### src/rtl/core/nfb_pkg.sv
// Package: frame geometry, command codes, payload and control types of the draw engine.
package nfb_pkg;

    localparam int SCREEN_WIDTH  = 320;
    localparam int SCREEN_HEIGHT = 240;
    localparam int BLOCK_SIZE    = 16;
    localparam int STORE_BYTES   = (SCREEN_WIDTH * SCREEN_HEIGHT + 1) / 2;
    localparam int PIX_W         = $clog2(SCREEN_WIDTH * SCREEN_HEIGHT);
    localparam int ADDR_W        = $clog2(STORE_BYTES);
    // Walk coordinates: start (9 or 8 bits) plus a count of up to 255 fits in 10 bits.
    localparam int COORD_W       = 10;

    localparam logic [2:0] ACT_WRITE = 3'd0;
    localparam logic [2:0] ACT_READ  = 3'd1;
    localparam logic [2:0] ACT_HSPAN = 3'd2;
    localparam logic [2:0] ACT_VSPAN = 3'd3;
    localparam logic [2:0] ACT_CLEAR = 3'd4;

    typedef struct packed {
        logic [2:0] action;
        logic [8:0] x;
        logic [7:0] y;
        logic [8:0] span_end;
        logic [7:0] thickness;
        logic [3:0] color;
    } cmd_t;

    typedef struct packed {
        logic [3:0] pixel_color;
        logic       clipped;
    } result_t;

    typedef struct packed {
        logic              on_screen;
        logic              odd;
        logic [ADDR_W-1:0] byte_addr;
    } pix_loc_t;

    typedef enum logic [1:0] {
        ST_IDLE,
        ST_PIX,
        ST_RMW,
        ST_DONE
    } state_t;

endpackage

### src/rtl/core/nfb_pix_unit.sv
// Address unit: maps a pixel coordinate to its byte, nibble and on-screen flag.
module nfb_pix_unit (
    input  logic [nfb_pkg::COORD_W-1:0] col,
    input  logic [nfb_pkg::COORD_W-1:0] row,
    output nfb_pkg::pix_loc_t           loc
);

    logic [nfb_pkg::PIX_W-1:0] lin;

    // Row times a constant width reduces to shifts and adds in synthesis.
    assign lin = nfb_pkg::PIX_W'(row) * nfb_pkg::PIX_W'(nfb_pkg::SCREEN_WIDTH)
               + nfb_pkg::PIX_W'(col);

    assign loc.on_screen = (col < nfb_pkg::COORD_W'(nfb_pkg::SCREEN_WIDTH))
                        && (row < nfb_pkg::COORD_W'(nfb_pkg::SCREEN_HEIGHT));
    assign loc.odd       = lin[0];
    assign loc.byte_addr = nfb_pkg::ADDR_W'(lin >> 1);

endmodule

### config.mk
export PLATFORM = sky130hd
export DESIGN_NAME = nfb_pix_unit
export DESIGN_NICKNAME = d
export VERILOG_FILES = /design/src/rtl/core/nfb_pkg.sv /design/src/rtl/core/nfb_pix_unit.sv
export SDC_FILE = /design/constraint.sdc
export NUM_CORES = 1
export LEC_CHECK = 0
export ABC_AREA = 1
export BUFFER_PORTS_ARGS = -buffer_cell sky130_fd_sc_hd__buf_2
export CAP_MARGIN = 0
export CORE_MARGIN = 1
export CORE_UTILIZATION = 51
export DETAILED_ROUTE_END_ITERATION = 8
export PLACE_DENSITY_LB_ADDON = 0.15
export SKIP_LAST_GASP = 1
export SLEW_MARGIN = 20
export SYNTH_ARGS = -nofsm -noshare
export SYNTH_HDL_FRONTEND = slang
export SYNTH_SLANG_ARGS = --single-unit
### constraint.sdc
create_clock -name vclk -period 2.55
set_input_delay 0.3825 -clock vclk [all_inputs]
set_output_delay 0.3825 -clock vclk [all_outputs]
set_load 0.05 [all_outputs]
==> metrics <==
largest family of logic cells by synthesized area=simple AND/OR/NAND/NOR gates; synth top area cells=ha_1 (28%), nand2_1 (17%), inv_1 (11%); Chip Width=43.0 um; Switching Fraction=60.6%; diode count=0; DRT iter0 DRCs=33; worst slew pin tran=0.310 ns; P_int=0.273 mW; Yosys warnings=0; Post-Synth Adder-Cell Area=32.5%; worst setup path class=primary input to output pin; antenna violations before repair=0; Power Dens Cells=498 nW/um2; Seq/Total Area, Yosys=0%; Core Footprint=1540 um2; Synth area leader=ha_1; outcome=finished with violations; Critical Path End Type=output pin; Hold Crit Class=primary input to output pin; max-slew violations=0; Post-Synthesis Cells=137; vias per cell=5.30; largest net degree at the start of global routing=7; Mean Syn Cell Area=6.25 um2; final WL=2570 um; P&R area growth vs syn=62.4%; Final Cell Area=1390 um2; required time worst endpoint=2.17 ns; layout clock buffer count=0; first-pass GRT wire length=3900 um; I/O Buffers=26; Slew Limit Headroom=79.1%; total congestion overflow=0; Synth Area in Compound Gates=3.95%; Max-cap violations=0; Crit Path Max Fanout=3; number of global-route vias before repair=984; final cell count without fillers=196; fmax=366 MHz; P_leak=0.752 nW; total track usage=26.6%; WL per Instance=13.1 um; mux share of post-synthesis cell area=0%; FF+latch count=0; NetSw=0.420 mW; Final Hold Viols=0; initial core utilization=55.5%; post-synthesis cell type count=22; Clock Power Share=0%; die footprint=1850 um2; DR vias=1039; Final ANT Viol Nets=0; TNS Setup=-0.587 ns; placed cells=191; Critical Path AT=2.35 ns; element type at the critical path start=primary input; failing checks=setup timing; RSZ-0062 raised after global routing=true; Layout Nets=223; combinational power share=100.0%; placed inst area=1190 um2; Final Worst Setup Slack=-0.180 ns; first drt pass iteration count=6; die height=43.0 um; maximum vdd drop=0.299 mV; row cnt=14; simple-gate portion of the synthesized area=37.9%; fin crit share=107%; HPWL Detailed=1870 um; synthesized area=856 um2; area share of the leading cell type in the synthesized netlist=27.8%; Seq pwr share=0%; routability cong.=0.836; Synth Area in XOR/XNOR=9.06%; register area=0 um2; layout cell share with drive strength beyond 1=45.6%; Mapped Nets=178; Final Setup Violations=5; DRC viols=0; Boundary Pins=38; Period minus WS final=2.73 ns
per-stage QoR:
step,hold slack [ns],worst slack [ns],utilization [%],power [mW]
finish,0.765,-0.180,90.2,0.693
global placement,0.766,-0.256,77.5,0.567
CTS,0.766,-0.207,82.5,0.636
global route,0.765,-0.255,90.2,0.735
detailed placement,0.766,-0.352,77.5,0.584
floorplan,0.932,-0.0640,-,0.453
power by group through the flow:
stage          registers [mW]  logic [mW]  clock network [mW]
2_1_floorplan               0       0.453                   0
3_3_place_gp                0       0.567                   0
3_5_place_dp                0       0.584                   0
4_1_cts                     0       0.636                   0
5_1_grt                     0       0.735                   0
6_report                    0       0.693                   0
critical path, cell delays in order:
cell,delay [ns]
buf_8,0.10
ha_4,0.23
ha_4,0.16
fa_2,0.58
nand2_2,0.07
inv_2,0.06
nand4_1,0.07
o211ai_1,0.14
nand2_2,0.13
buf_6,0.15
xor2_4,0.14
buf_6,0.15
cell usage in the layout (no fill, tap or decap), types with 2 or more instances in the layout:
cell type,synthesis,final
buf_2,0,18
nand2_2,4,8
ha_1,19,12
nand3_2,1,3
nor2_2,3,2
nand3_1,10,8
xnor2_1,2,2
ha_4,0,7
a21oi_1,2,2
xor2_2,1,3
buf_4,6,22
nand2_1,38,33
buf_6,0,6
nor3_1,2,2
nor2_4,1,3
inv_2,0,2
inv_1,26,24
buf_8,0,2
nand4_1,5,5
xor2_4,0,2
nor2_1,5,4
Yosys cell counts, drive strengths merged:
| master | n |
|---|---|
| ha | 19 |
| nand2 | 42 |
| fa | 2 |
| xor2 | 6 |
| o211ai | 1 |
| nand4 | 5 |
| inv | 26 |
| a31oi | 1 |
| buf | 6 |
| nor2 | 9 |
| nor3 | 2 |
| a21oi | 2 |
| xnor2 | 2 |
| and3 | 1 |
| o21ai | 2 |
| nand3 | 11 |
final timing paths:
| check | start | end | slack [ns] | cells after the start |
|---|---|---|---|---|
| worst min-delay path | col[4] | loc[3] | 0.77 | 0 |
| worst max-delay path | row[3] | loc[12] | -0.18 | 12 |
cell families (layout without fill, tap and decap cells):
family | count (synthesis) | after routing
AND/OR/NAND/NOR | 70 | 70
buffers and inverters | 32 | 75
adder cells (fa/ha/maj) | 21 | 21
XOR/XNOR | 8 | 8
AO/OA/AOI/OAI | 6 | 6
cell type report:
class	instances	area (um2)
Timing Repair Buffer	49	373
Inverter	26	97.6
Multi-Input combinational cell	105	900
Fill cell	73	151
Tap cell	16	20.0
timing repair:
item / in CTS / in global routing
buffers inserted: 1 / 4
gates resized for setup: 17 / 16
hold buffers: 0 / 0
endpoints found under the setup margin: 6 / 6
pin swaps: 11 / 12
routing by layer:
metal / share of wire [%] / up-vias / GRT usage (%)
li1: - / 514 / -
met1: 39 / 472 / 29.3
met2: 54 / 45 / 55.8
met3: 5.1 / 8 / 0
met4: 2.4 / 0 / 4.85
met5: 0 / - / 0
Note: power is estimated with default switching activity, not from simulation.
